===== src/rtl/core/zled_pkg.sv =====
// ----------------------------------------------------------------------------
// zled_pkg
// Shared codes, signatures and the result record of the ZIP local entry
// deframer.
// ----------------------------------------------------------------------------
`timescale 1ns / 1ps
`default_nettype none

package zled_pkg;

  localparam logic [2:0] KIND_HEADER  = 3'd0;
  localparam logic [2:0] KIND_NAME    = 3'd1;
  localparam logic [2:0] KIND_PAYLOAD = 3'd2;
  localparam logic [2:0] KIND_END     = 3'd3;
  localparam logic [2:0] KIND_ERROR   = 3'd4;

  localparam logic [2:0] ERR_NONE      = 3'd0;
  localparam logic [2:0] ERR_SIGNATURE = 3'd1;
  localparam logic [2:0] ERR_METHOD    = 3'd2;
  localparam logic [2:0] ERR_TRUNCATED = 3'd3;
  localparam logic [2:0] ERR_DEFL_DESC = 3'd4;

  localparam logic [31:0] SIG_LOCAL   = 32'h04034b50;
  localparam logic [31:0] SIG_CENTRAL = 32'h02014b50;
  localparam logic [31:0] SIG_DESC    = 32'h08074b50;

  localparam int unsigned FLAG_DESC_BIT = 3;
  localparam logic [15:0] METHOD_STORED = 16'd0;
  localparam logic [15:0] METHOD_DEFL   = 16'd8;

  typedef struct packed {
    logic        valid;
    logic [2:0]  kind;
    logic [2:0]  error_code;
    logic [7:0]  data;
    logic        last;
    logic [31:0] packed_size;
    logic [31:0] unpacked_size;
    logic        is_deflate;
    logic [15:0] name_length;
  } res_t;

endpackage

`default_nettype wire


===== src/rtl/core/zip_local_entry_deframer.sv =====
// ----------------------------------------------------------------------------
// zip_local_entry_deframer
// ZIP local entry deframer: header report, filename and payload forwarding.
// ----------------------------------------------------------------------------
// One archive byte is taken per cycle while in_ready is high, with at most one
// result word per byte; stream_end with no byte closes the stream. The parser
// state updates in the accept cycle and the result lands in a single output
// register, so in_ready stays high while that register is empty or being
// drained by out_ready; out_valid rises in the cycle after the accept. After
// an end-of-archive or error word, further input is consumed with no result.
`timescale 1ns / 1ps
`default_nettype none

module zip_local_entry_deframer (
  input  wire logic        clk,
  input  wire logic        rst_n,
  input  wire logic        in_valid,
  output logic             in_ready,
  input  wire logic [7:0]  in_data_byte,
  input  wire logic        in_stream_end,
  output logic             out_valid,
  input  wire logic        out_ready,
  output logic [2:0]       out_kind,
  output logic [2:0]       out_error_code,
  output logic [7:0]       out_byte,
  output logic             out_last_in_run,
  output logic [31:0]      out_packed_size,
  output logic [31:0]      out_unpacked_size,
  output logic             out_is_deflate,
  output logic [15:0]      out_name_length
);

  logic           take;
  zled_pkg::res_t res;
  zled_pkg::res_t res_r;
  logic           out_valid_r;

  assign in_ready = !out_valid_r || out_ready;
  assign take     = in_valid && in_ready;

  zled_parser u_parser (
    .clk          (clk),
    .rst_n        (rst_n),
    .take_i       (take),
    .data_byte_i  (in_data_byte),
    .stream_end_i (in_stream_end),
    .res_o        (res)
  );

  always_ff @(posedge clk) begin
    if (!rst_n) begin
      out_valid_r <= 1'b0;
    end else if (take) begin
      out_valid_r <= res.valid;
    end else if (out_ready) begin
      out_valid_r <= 1'b0;
    end
  end

  always_ff @(posedge clk) begin
    if (take && res.valid) begin
      res_r <= res;
    end
  end

  assign out_valid         = out_valid_r;
  assign out_kind          = res_r.kind;
  assign out_error_code    = res_r.error_code;
  assign out_byte          = res_r.data;
  assign out_last_in_run   = res_r.last;
  assign out_packed_size   = res_r.packed_size;
  assign out_unpacked_size = res_r.unpacked_size;
  assign out_is_deflate    = res_r.is_deflate;
  assign out_name_length   = res_r.name_length;

`ifndef SYNTH
  a_ready_when_empty: assert property (@(posedge clk) disable iff (!rst_n)
    !out_valid_r |-> in_ready)
    else $error("input stalled with empty output register");
  a_hold_unaccepted: assert property (@(posedge clk) disable iff (!rst_n)
    out_valid_r && !out_ready |=> out_valid_r && $stable(res_r))
    else $error("pending result word lost or changed");
  a_header_fields: assert property (@(posedge clk) disable iff (!rst_n)
    out_valid_r && out_kind != zled_pkg::KIND_HEADER |-> out_name_length == 16'd0 &&
      out_packed_size == 32'd0 && out_unpacked_size == 32'd0)
    else $error("header fields set on non-header word");
`endif

endmodule

`default_nettype wire


===== src/rtl/core/zled_parser.sv =====
// ----------------------------------------------------------------------------
// zled_parser
// Header capture and entry sequencing; at most one word per accept, result
// formed in the same cycle.
// ----------------------------------------------------------------------------
`timescale 1ns / 1ps
`default_nettype none

module zled_parser (
  input  wire logic          clk,
  input  wire logic          rst_n,
  input  wire logic          take_i,
  input  wire logic [7:0]    data_byte_i,
  input  wire logic          stream_end_i,
  output zled_pkg::res_t     res_o
);

  typedef enum logic [2:0] {
    PH_HDR,
    PH_NAME,
    PH_EXTRA,
    PH_DATA,
    PH_DESC,
    PH_DONE,
    PH_ERR
  } phase_t;

  localparam logic [31:0] OFS_SIG    = 32'd4;
  localparam logic [31:0] OFS_FLAGS  = 32'd8;
  localparam logic [31:0] OFS_METHOD = 32'd10;
  localparam logic [31:0] OFS_CSIZE  = 32'd22;
  localparam logic [31:0] OFS_USIZE  = 32'd26;
  localparam logic [31:0] OFS_NAME   = 32'd28;
  localparam logic [31:0] OFS_END    = 32'd30;
  localparam logic [4:0]  DESC_SIGNED   = 5'd16;
  localparam logic [4:0]  DESC_UNSIGNED = 5'd12;

  phase_t      phase_r, phase_nxt;
  logic [31:0] cnt_r, cnt_nxt;
  logic [31:0] shift_r, shift_nxt;
  logic [15:0] flags_r, flags_nxt;
  logic [15:0] method_r, method_nxt;
  logic [31:0] csize_r, csize_nxt;
  logic [31:0] usize_r, usize_nxt;
  logic [15:0] fname_len_r, fname_len_nxt;
  logic [15:0] extra_len_r, extra_len_nxt;
  logic [4:0]  desc_len_r, desc_len_nxt;

  logic [31:0] cnt_inc;
  logic [31:0] shift_in;
  logic        is_defl;
  logic        has_desc;

  // skip empty runs in order: name, extra, payload, descriptor
  function automatic phase_t enter_phase(phase_t p, logic [15:0] fl, logic [15:0] el,
                                         logic [31:0] cs, logic dsc);
    phase_t q;
    q = p;
    if (q == PH_NAME && fl == 16'd0) q = PH_EXTRA;
    if (q == PH_EXTRA && el == 16'd0) q = PH_DATA;
    if (q == PH_DATA && cs == 32'd0) q = PH_DESC;
    if (q == PH_DESC && !dsc) q = PH_HDR;
    return q;
  endfunction

  assign cnt_inc  = cnt_r + 32'd1;
  assign shift_in = {data_byte_i, shift_r[31:8]};
  assign is_defl  = (method_r == zled_pkg::METHOD_DEFL);
  assign has_desc = flags_r[zled_pkg::FLAG_DESC_BIT];

  always_comb begin
    phase_nxt     = phase_r;
    cnt_nxt       = cnt_r;
    shift_nxt     = shift_r;
    flags_nxt     = flags_r;
    method_nxt    = method_r;
    csize_nxt     = csize_r;
    usize_nxt     = usize_r;
    fname_len_nxt = fname_len_r;
    extra_len_nxt = extra_len_r;
    desc_len_nxt  = desc_len_r;
    res_o         = '0;

    if (take_i && phase_r != PH_DONE && phase_r != PH_ERR) begin
      if (stream_end_i) begin
        res_o.valid = 1'b1;
        if (phase_r == PH_HDR && cnt_r == 32'd0) begin
          phase_nxt  = PH_DONE;
          res_o.kind = zled_pkg::KIND_END;
        end else begin
          phase_nxt        = PH_ERR;
          res_o.kind       = zled_pkg::KIND_ERROR;
          res_o.error_code = zled_pkg::ERR_TRUNCATED;
        end
      end else begin
        case (phase_r)
          PH_HDR: begin
            shift_nxt = shift_in;
            cnt_nxt   = cnt_inc;
            case (cnt_inc)
              OFS_SIG: begin
                if (shift_in == zled_pkg::SIG_CENTRAL) begin
                  phase_nxt   = PH_DONE;
                  res_o.valid = 1'b1;
                  res_o.kind  = zled_pkg::KIND_END;
                end else if (shift_in != zled_pkg::SIG_LOCAL) begin
                  phase_nxt        = PH_ERR;
                  res_o.valid      = 1'b1;
                  res_o.kind       = zled_pkg::KIND_ERROR;
                  res_o.error_code = zled_pkg::ERR_SIGNATURE;
                end
              end
              OFS_FLAGS:  flags_nxt     = shift_in[31:16];
              OFS_METHOD: method_nxt    = shift_in[31:16];
              OFS_CSIZE:  csize_nxt     = shift_in;
              OFS_USIZE:  usize_nxt     = shift_in;
              OFS_NAME:   fname_len_nxt = shift_in[31:16];
              OFS_END: begin
                extra_len_nxt = shift_in[31:16];
                res_o.valid   = 1'b1;
                if (method_r != zled_pkg::METHOD_STORED && !is_defl) begin
                  phase_nxt        = PH_ERR;
                  res_o.kind       = zled_pkg::KIND_ERROR;
                  res_o.error_code = zled_pkg::ERR_METHOD;
                end else if (is_defl && has_desc) begin
                  phase_nxt        = PH_ERR;
                  res_o.kind       = zled_pkg::KIND_ERROR;
                  res_o.error_code = zled_pkg::ERR_DEFL_DESC;
                end else begin
                  res_o.kind          = zled_pkg::KIND_HEADER;
                  res_o.packed_size   = csize_r;
                  res_o.unpacked_size = usize_r;
                  res_o.is_deflate    = is_defl;
                  res_o.name_length   = fname_len_r;
                  phase_nxt    = enter_phase(PH_NAME, fname_len_r, shift_in[31:16],
                                             csize_r, has_desc);
                  cnt_nxt      = '0;
                  shift_nxt    = '0;
                  desc_len_nxt = '0;
                end
              end
              default: ;
            endcase
          end
          PH_NAME: begin
            cnt_nxt          = cnt_inc;
            res_o.valid      = 1'b1;
            res_o.kind       = zled_pkg::KIND_NAME;
            res_o.data       = data_byte_i;
            res_o.is_deflate = is_defl;
            if (cnt_inc >= {16'd0, fname_len_r}) begin
              res_o.last   = 1'b1;
              phase_nxt    = enter_phase(PH_EXTRA, fname_len_r, extra_len_r, csize_r,
                                         has_desc);
              cnt_nxt      = '0;
              shift_nxt    = '0;
              desc_len_nxt = '0;
            end
          end
          PH_EXTRA: begin
            cnt_nxt = cnt_inc;
            if (cnt_inc >= {16'd0, extra_len_r}) begin
              phase_nxt    = enter_phase(PH_DATA, fname_len_r, extra_len_r, csize_r,
                                         has_desc);
              cnt_nxt      = '0;
              shift_nxt    = '0;
              desc_len_nxt = '0;
            end
          end
          PH_DATA: begin
            cnt_nxt          = cnt_inc;
            res_o.valid      = 1'b1;
            res_o.kind       = zled_pkg::KIND_PAYLOAD;
            res_o.data       = data_byte_i;
            res_o.is_deflate = is_defl;
            if (cnt_inc >= csize_r) begin
              res_o.last   = 1'b1;
              phase_nxt    = enter_phase(PH_DESC, fname_len_r, extra_len_r, csize_r,
                                         has_desc);
              cnt_nxt      = '0;
              shift_nxt    = '0;
              desc_len_nxt = '0;
            end
          end
          PH_DESC: begin
            shift_nxt = shift_in;
            cnt_nxt   = cnt_inc;
            if (cnt_inc == OFS_SIG) begin
              desc_len_nxt = (shift_in == zled_pkg::SIG_DESC) ? DESC_SIGNED : DESC_UNSIGNED;
            end
            if (desc_len_nxt != 5'd0 && cnt_inc >= {27'd0, desc_len_nxt}) begin
              phase_nxt    = PH_HDR;
              cnt_nxt      = '0;
              shift_nxt    = '0;
              desc_len_nxt = '0;
            end
          end
          default: phase_nxt = PH_ERR;
        endcase
      end
    end
  end

  always_ff @(posedge clk) begin
    if (!rst_n) begin
      phase_r     <= PH_HDR;
      cnt_r       <= '0;
      shift_r     <= '0;
      flags_r     <= '0;
      method_r    <= '0;
      csize_r     <= '0;
      usize_r     <= '0;
      fname_len_r <= '0;
      extra_len_r <= '0;
      desc_len_r  <= '0;
    end else begin
      phase_r     <= phase_nxt;
      cnt_r       <= cnt_nxt;
      shift_r     <= shift_nxt;
      flags_r     <= flags_nxt;
      method_r    <= method_nxt;
      csize_r     <= csize_nxt;
      usize_r     <= usize_nxt;
      fname_len_r <= fname_len_nxt;
      extra_len_r <= extra_len_nxt;
      desc_len_r  <= desc_len_nxt;
    end
  end

`ifndef SYNTH
  a_done_sticky: assert property (@(posedge clk) disable iff (!rst_n)
    phase_r == PH_DONE |=> phase_r == PH_DONE)
    else $error("end of archive state left");
  a_err_sticky: assert property (@(posedge clk) disable iff (!rst_n)
    phase_r == PH_ERR |=> phase_r == PH_ERR)
    else $error("error state left");
  a_name_nonempty: assert property (@(posedge clk) disable iff (!rst_n)
    phase_r == PH_NAME |-> fname_len_r != 16'd0)
    else $error("empty filename run entered");
  a_desc_flagged: assert property (@(posedge clk) disable iff (!rst_n)
    phase_r == PH_DESC |-> has_desc && !is_defl)
    else $error("descriptor phase without stored entry flag");
  a_err_coded: assert property (@(posedge clk) disable iff (!rst_n)
    res_o.valid && res_o.kind == zled_pkg::KIND_ERROR |-> res_o.error_code != zled_pkg::ERR_NONE)
    else $error("error result without code");
`endif

endmodule

`default_nettype wire

===== config.mk =====
export PLATFORM = sky130hd
export DESIGN_NAME = zip_local_entry_deframer
export DESIGN_NICKNAME = d
export VERILOG_FILES = /design/src/rtl/core/zled_pkg.sv /design/src/rtl/core/zip_local_entry_deframer.sv /design/src/rtl/core/zled_parser.sv
export SDC_FILE = /design/constraint.sdc
export NUM_CORES = 1
export LEC_CHECK = 0
export ABC_AREA = 0
export CORE_AREA = 5 5 161 163
export CTS_CLUSTER_DIAMETER = 100
export DETAILED_ROUTE_END_ITERATION = 10
export DIE_AREA = 0 0 166 168
export DONT_BUFFER_PORTS = 1
export MAX_ROUTING_LAYER = met4
export PLACE_DENSITY = 0.77
export SLEW_MARGIN = 10
export SYNTH_ARGS = -nofsm -noshare
export SYNTH_HDL_FRONTEND = slang
export SYNTH_SLANG_ARGS = --single-unit

===== constraint.sdc =====
create_clock -name clk -period 9.6 [get_ports clk]
set_clock_uncertainty 0.05 [all_clocks]
set_input_delay 0.48 -clock clk [delete_from_list [all_inputs] [get_ports clk]]
set_output_delay 0.48 -clock clk [all_outputs]
set_load 0.03 [all_outputs]

# Word level (Yosys, flattened, before mapping)
# Index checks and enable logic that the tools add are counted.
# W data, S select, Z words.
# classes
mux,105
n_eq_ne,35
multipliers,0
shifts,0
bitwise_logic,4
div_mod_pow,0
add_sub_neg,1
reduce_logical,41
order_cmp,4
# op_table
operator,n
$mux W32,14
$pmux W32 S5,2
$mux W81,3
$mux W3,51
$eq A32 B5 Y1 const B,4
$mux W97,1
$mux W90,1
$eq A32 B4 Y1 const B,2
$ge A32 B16 Y1,2
$logic_not A32 Y1,2
$mux W64,1
$mux W5,12
$logic_not A16 Y1,3
$add A32 B1 Y32 const B,1
$eq A32 B26 Y1 const B,1
$eq A32 B28 Y1 const B,1
$eq A32 B3 Y1 const B,1
$ge A32 B32 Y1,1
$ge A32 B5 Y1,1
$ne A32 B27 Y1 const B,1
$pmux W5 S5,1
$reduce_and A4 Y1,6
$pmux W9 S2,1
$eq A16 B4 Y1 const B,1
other kinds (34),76
# word_totals
inputBits,13
out_inout_bits,98
ff_bits,285
latchBits,0
rom_bits,0
mem_bits_rw,0
n_memories,0

# Depth between registers and ports, before layout
# logic_depth
ltp_word,34
ltp_mapped,22
mapped_depth_nobuf,18

# Hierarchy
# Synthesis repeated with hierarchy kept, for this count alone.
# hier_totals
hier_cells,1421
hier_area_um2,13629.3
# by_module_without_submodules
module,n_inst,area_per_inst_um2,cells_per_inst,seq_area_each_um2
zled_parser,1,10675.2,1319,3543.4
zip_local_entry_deframer,1,2954.1,102,2902.8

# Worst setup path before layout
# Ideal clock, no wire load.
# synth_path
path_type,reg2reg
from,register u_parser.cnt_r[0]
to,register res_r (netlist bit out_byte[0]) (enable)
required_ns,8.999
stages_incl_launch_ff,13
arrival_time_ns,6.759
path_buffers,2
period_less_slack_ns,7.361
setup_slack_ns,2.239
setup_time_ns,0.551
path_cell_list,dfxtp_1 -> ha_1 -> clkbuf_1 -> nand3_1 -> or4_1 -> buf_2 -> o41ai_4 -> nand3_2 -> nor4_4 -> nand2_1 -> o31ai_1 -> a21oi_1 -> nor2_1
# synth_via
elab_chain_cells,7
# synth_lines
element,line,source
"start, declared",zled_parser.sv:39,"logic [31:0] cnt_r, cnt_nxt;"
"start signal, assigned",zled_parser.sv:218,cnt_r <= cnt_nxt;
$add A32 B1 Y32 (*),zled_parser.sv:66,assign cnt_inc = cnt_r + 32'd1;
$eq A32 B5 Y1 / $eq A32 B3 Y1 (equally long branches),zled_parser.sv:100,case (cnt_inc)
$pmux W7 S2 (*),zled_parser.sv:100,
$pmux W4 S3 (*),zled_parser.sv:96,case (phase_r)
$mux W7 (*),zled_parser.sv:85,if (stream_end_i) begin
$mux W97 (*),zled_parser.sv:84,if (take_i && phase_r != PH_DONE && phase_r != PH_ERR) begin
$logic_and A1 B1 Y1 (*),zip_local_entry_deframer.sv:61,if (take && res.valid) begin
"end signal, assigned",zip_local_entry_deframer.sv:62,res_r <= res;
"end, declared",zip_local_entry_deframer.sv:35,zled_pkg::res_t res_r;
# Every way passes the cells marked *; elsewhere a longest branch is shown, timed or not.
# A chain may end at the register's enable or synchronous reset.

# Final worst setup path
# layout_path
from,register u_parser.cnt_r[0]
to,register u_parser.cnt_r[28]
# layout_via
elab_chain_cells,10
# layout_lines
element,line,source
$add A32 B1 Y32 (*),zled_parser.sv:66,
$eq A32 B3 Y1,zled_parser.sv:188,if (cnt_inc == OFS_SIG) begin
$mux W5,zled_parser.sv:188,
$mux W5,zled_parser.sv:96,
$mux W5,zled_parser.sv:85,
$mux W5,zled_parser.sv:84,
$ge A32 B5 Y1 / $reduce_bool A5 Y1 (equally long branches),zled_parser.sv:191,"if (desc_len_nxt != 5'd0 && cnt_inc >= {27'd0, desc_len_nxt}) begin"
$logic_and A1 B1 Y1,zled_parser.sv:191,
$mux W32,zled_parser.sv:191,
$pmux W32 S5 (*),zled_parser.sv:96,
# Every way passes the cells marked *; elsewhere a longest branch is shown, timed or not. The select of a mux whose other input is x is not followed.

==> flow_metrics.env <==
export IMPL_synth_seq_area_share_pct=45.92
export IMPL_avgSynthCellArea_um2=9.248
export IMPL_place_hpwl_um=27200
export IMPL_ys_flop_type="dfxtp_1"
export IMPL_final_min_clock_period_ns=6.369
export IMPL_worstPathArrival_ns=6.77
export IMPL_setup_tns_ns=0
export IMPL_cts_sinks=274
export IMPL_syn_area_um2=14040
export IMPL_nNetsFinal=1547
export IMPL_initial_core_util_pct=58.07
export IMPL_grt_util_all_layers_pct=28.36
export IMPL_min_period_over_period_pct=66.34
export IMPL_vias=11477
export IMPL_synth_async_reset_ratio_pct=0
export IMPL_gp_congestion=0.9697
export IMPL_fp_dieH_um=168
export IMPL_mappedNetlistNets=1604
export IMPL_p_clk_share_pct=41.6
export IMPL_crit_fanout=37
export IMPL_drive_gt1_share_pct=6.878
export IMPL_synthTopCellsByArea="dfxtp_1, edfxtp_1, ha_1"
export IMPL_setup_ws_ns=3.231
export IMPL_cts_htree_levels=1
export IMPL_p_sw_share_pct=28.81
export IMPL_dieArea_um2=27890
export IMPL_drv_slew=0
export IMPL_ant_nets=0
export IMPL_worst_pin_slew_ns=1.207
export IMPL_io_buffers=0
export IMPL_clk_path_buf_depth=3
export IMPL_hp_class="in -> reg"
export IMPL_yosys_area_top_type="dfxtp_1"
export IMPL_rsz0062_at_grt="no"
export IMPL_drtIter0Drc=1193
export IMPL_peakVddDrop_mv=0.1392
export IMPL_cp_required_ns=10.00
export IMPL_numCtsBuffers=28
export IMPL_timing_slew_headroom_pct=19.28
export IMPL_drcViolationCount=0
export IMPL_wl_um=39870
export IMPL_seqPwrFrac_pct=47.1
export IMPL_gr_total_overflow=0
export IMPL_yosysUniqueCellTypes=75
export IMPL_drt_wirelength_per_cell_um=22.07
export IMPL_grt_pass1_vias=10679
export IMPL_finalHoldViolCount=0
export IMPL_power_density_nw_per_um2=191.6
export IMPL_cts_root_buf="clkbuf_16"
export IMPL_yosysTopAreaCellShare_pct=25.38
export IMPL_first_pass_iters=6
export IMPL_rows=57
export IMPL_setup_viol=0
export IMPL_coreArea_um2=24180
export IMPL_internal_power_mw=2.083
export IMPL_syn_inst=1518
export IMPL_p_sw_uw=842.9
export IMPL_clk_pin_slew_ns=0.06
export IMPL_grt_pass1_wl_um=62030
export IMPL_cp_end_kind="flip-flop"
export IMPL_cp_start_kind="flip-flop"
export IMPL_post_place_ws_ns=3.362
export IMPL_p_leak_nw=5.650
export IMPL_antenna_cells=0
export IMPL_clock_latency_ns=0.58
export IMPL_synth_seq_cells=274
export IMPL_pwr_share_comb_pct=11.3
export IMPL_yosysWarnings=0
export IMPL_die_w_um=166
export IMPL_fmax_mhz=157.0
export IMPL_status="finished clean"
export IMPL_syn2layout_area_growth_pct=8.770
export IMPL_utilization_pct=63.16
export IMPL_antenna_found_initial=0
export IMPL_synth_edf_count=96
export IMPL_cap_viol_max_count=0
export IMPL_criticalPathCategory="reg -> reg"
export IMPL_vias_per_cell=6.351
export IMPL_grt_max_degree=101
export IMPL_cts_tree="built"
export IMPL_power_total_mw=2.926
export IMPL_ios=111
## worst max-delay path, stage by stage (launching register included)
cell	delay (ns)
dfxtp_1	0.78
ha_1	0.48
nand3_1	0.11
or4_1	0.61
nor3_2	0.26
mux2i_1	0.24
and4_1	0.57
and4_1	0.44
nor2_1	0.07
ha_1	0.26
nand2b_1	0.14
a21o_1	0.17
a21o_1	0.17
a21o_1	0.18
a2111oi_0	0.74
a31oi_1	0.20
o31ai_2	0.13
a21oi_2	0.09
buf_4	0.28
a211oi_1	0.28
## cell families after synthesis
logic type	synth area share [%]
AO/OA/AOI/OAI	11.48
XOR/XNOR	3.182
adder cells (fa/ha/maj)	6.506
buffers and inverters	5.829
flip-flops	45.92
multiplexers	5.651
AND/OR/NAND/NOR	21.44
## worst paths after layout
path	startpoint	end	slack, ns	depth (start not counted)
min	in_data_byte[5]	u_parser.method_r[13]	0.008	2
max	u_parser.cnt_r[0]	u_parser.cnt_r[28]	3.23	19
min reg2reg	u_parser.usize_r[25]	u_parser.usize_r[25]	0.40	2
max reg2reg	u_parser.cnt_r[0]	u_parser.cnt_r[28]	3.23	19
## layer usage
layer | vias up | routed length, µm | share of wire [%] | global-route usage, %
li1 | 5310 | - | - | -
met1 | 5481 | 16800 | 42 | 39.36
met2 | 592 | 18000 | 45 | 42.92
met3 | 94 | 3801 | 9.5 | 4.900
met4 | 0 | 1277 | 3.2 | 8.680
met5 | - | 0 | 0 | -
## cell usage in the layout (no fill, tap or decap), types with 5 or more instances in the layout
master / count
nand3_1: 30
buf_4: 17
and4_1: 14
dlygate4sd3_1: 10
xnor2_1: 26
nand4_1: 32
or4_1: 5
or2_2: 7
a21oi_1: 92
mux2i_1: 77
nor3_1: 66
o21a_1: 6
nand2b_1: 7
edfxtp_1: 96
a21o_1: 15
inv_1: 82
and2_1: 11
nand2_1: 215
dfxtp_1: 178
a211oi_1: 38
nor2_1: 93
xor2_1: 25
a31oi_1: 9
or3_1: 8
ha_1: 73
o31ai_1: 9
nor4_1: 36
and3_1: 41
o21ai_0: 35
clkbuf_16: 32
## repair_timing
item,CTS,global route
endpoints found under the hold margin,26,0
setup buffers,0,0
hold buffers,10,0
resized for setup,0,0
## state kept, by name, indices dropped and copies added (netlist names)
signal,cells
u_parser.csize_r,32
u_parser.cnt_r,32
u_parser.desc_len_r,5
u_parser.extra_len_r,16
out_kind,3
u_parser.method_r,16
out_packed_size,32
out_byte,8
u_parser.fname_len_r,16
out_unpacked_size,32
u_parser.phase_r,3
out_is_deflate,1
u_parser.usize_r,32
out_error_code,3
out_valid,1
u_parser.shift_r,24
out_name_length,16
out_last_in_run,1
u_parser.flags_r,1
## power by group through the flow
stage	registers, mW	logic [mW]	clock network [mW]
detailed placement	1.40	0.317	0
finish	1.38	0.332	1.22
global route	1.38	0.359	1.28
floorplan	1.37	0.247	0
global placement	1.40	0.315	0
CTS	1.38	0.325	1.23
## synth_stat cells, drive strengths merged (4+ instances only)
cell type    n
a31oi        9
buf         37
nor2        95
clkbuf      77
o21a         6
a21o        15
ha          73
o31ai       10
nor3        70
or4          5
nor4        41
or2          7
xor2        25
edfxtp      96
dfxtp      178
and4        14
or3          8
nand2b       7
xnor2       26
a211oi      40
nand4       35
inv         83
nand2      215
a21oi       93
and2        12
nand3       32
o211ai       5
o2111ai      4
o21ai       38
mux2i       77
and3        41
## through the flow
stage / cells / hold WS [ns] / area, µm²
after floorplan: 1518 / 0.3683 / 14040
after global placement: 1745 / 0.3861 / 14100
after detailed placement: 1745 / 0.3907 / 14100
after CTS: 1807 / 0.0009667 / 15270
after global routing: 1807 / 0.007472 / 15270
final: 1807 / 0.008016 / 15270
## area by class of cell
cell class                      count  area [µm²]
Sequential cell                   274        6446
Clock inverter                     15       215.2
Timing Repair Buffer               27       227.7
Fill cell                        1939        8907
Tap cell                          324       405.4
Inverter                           83       314.1
Multi-Input combinational cell   1047        6812
Clock buffer                       37       849.6
Note: power is estimated with default switching activity, not from simulation.
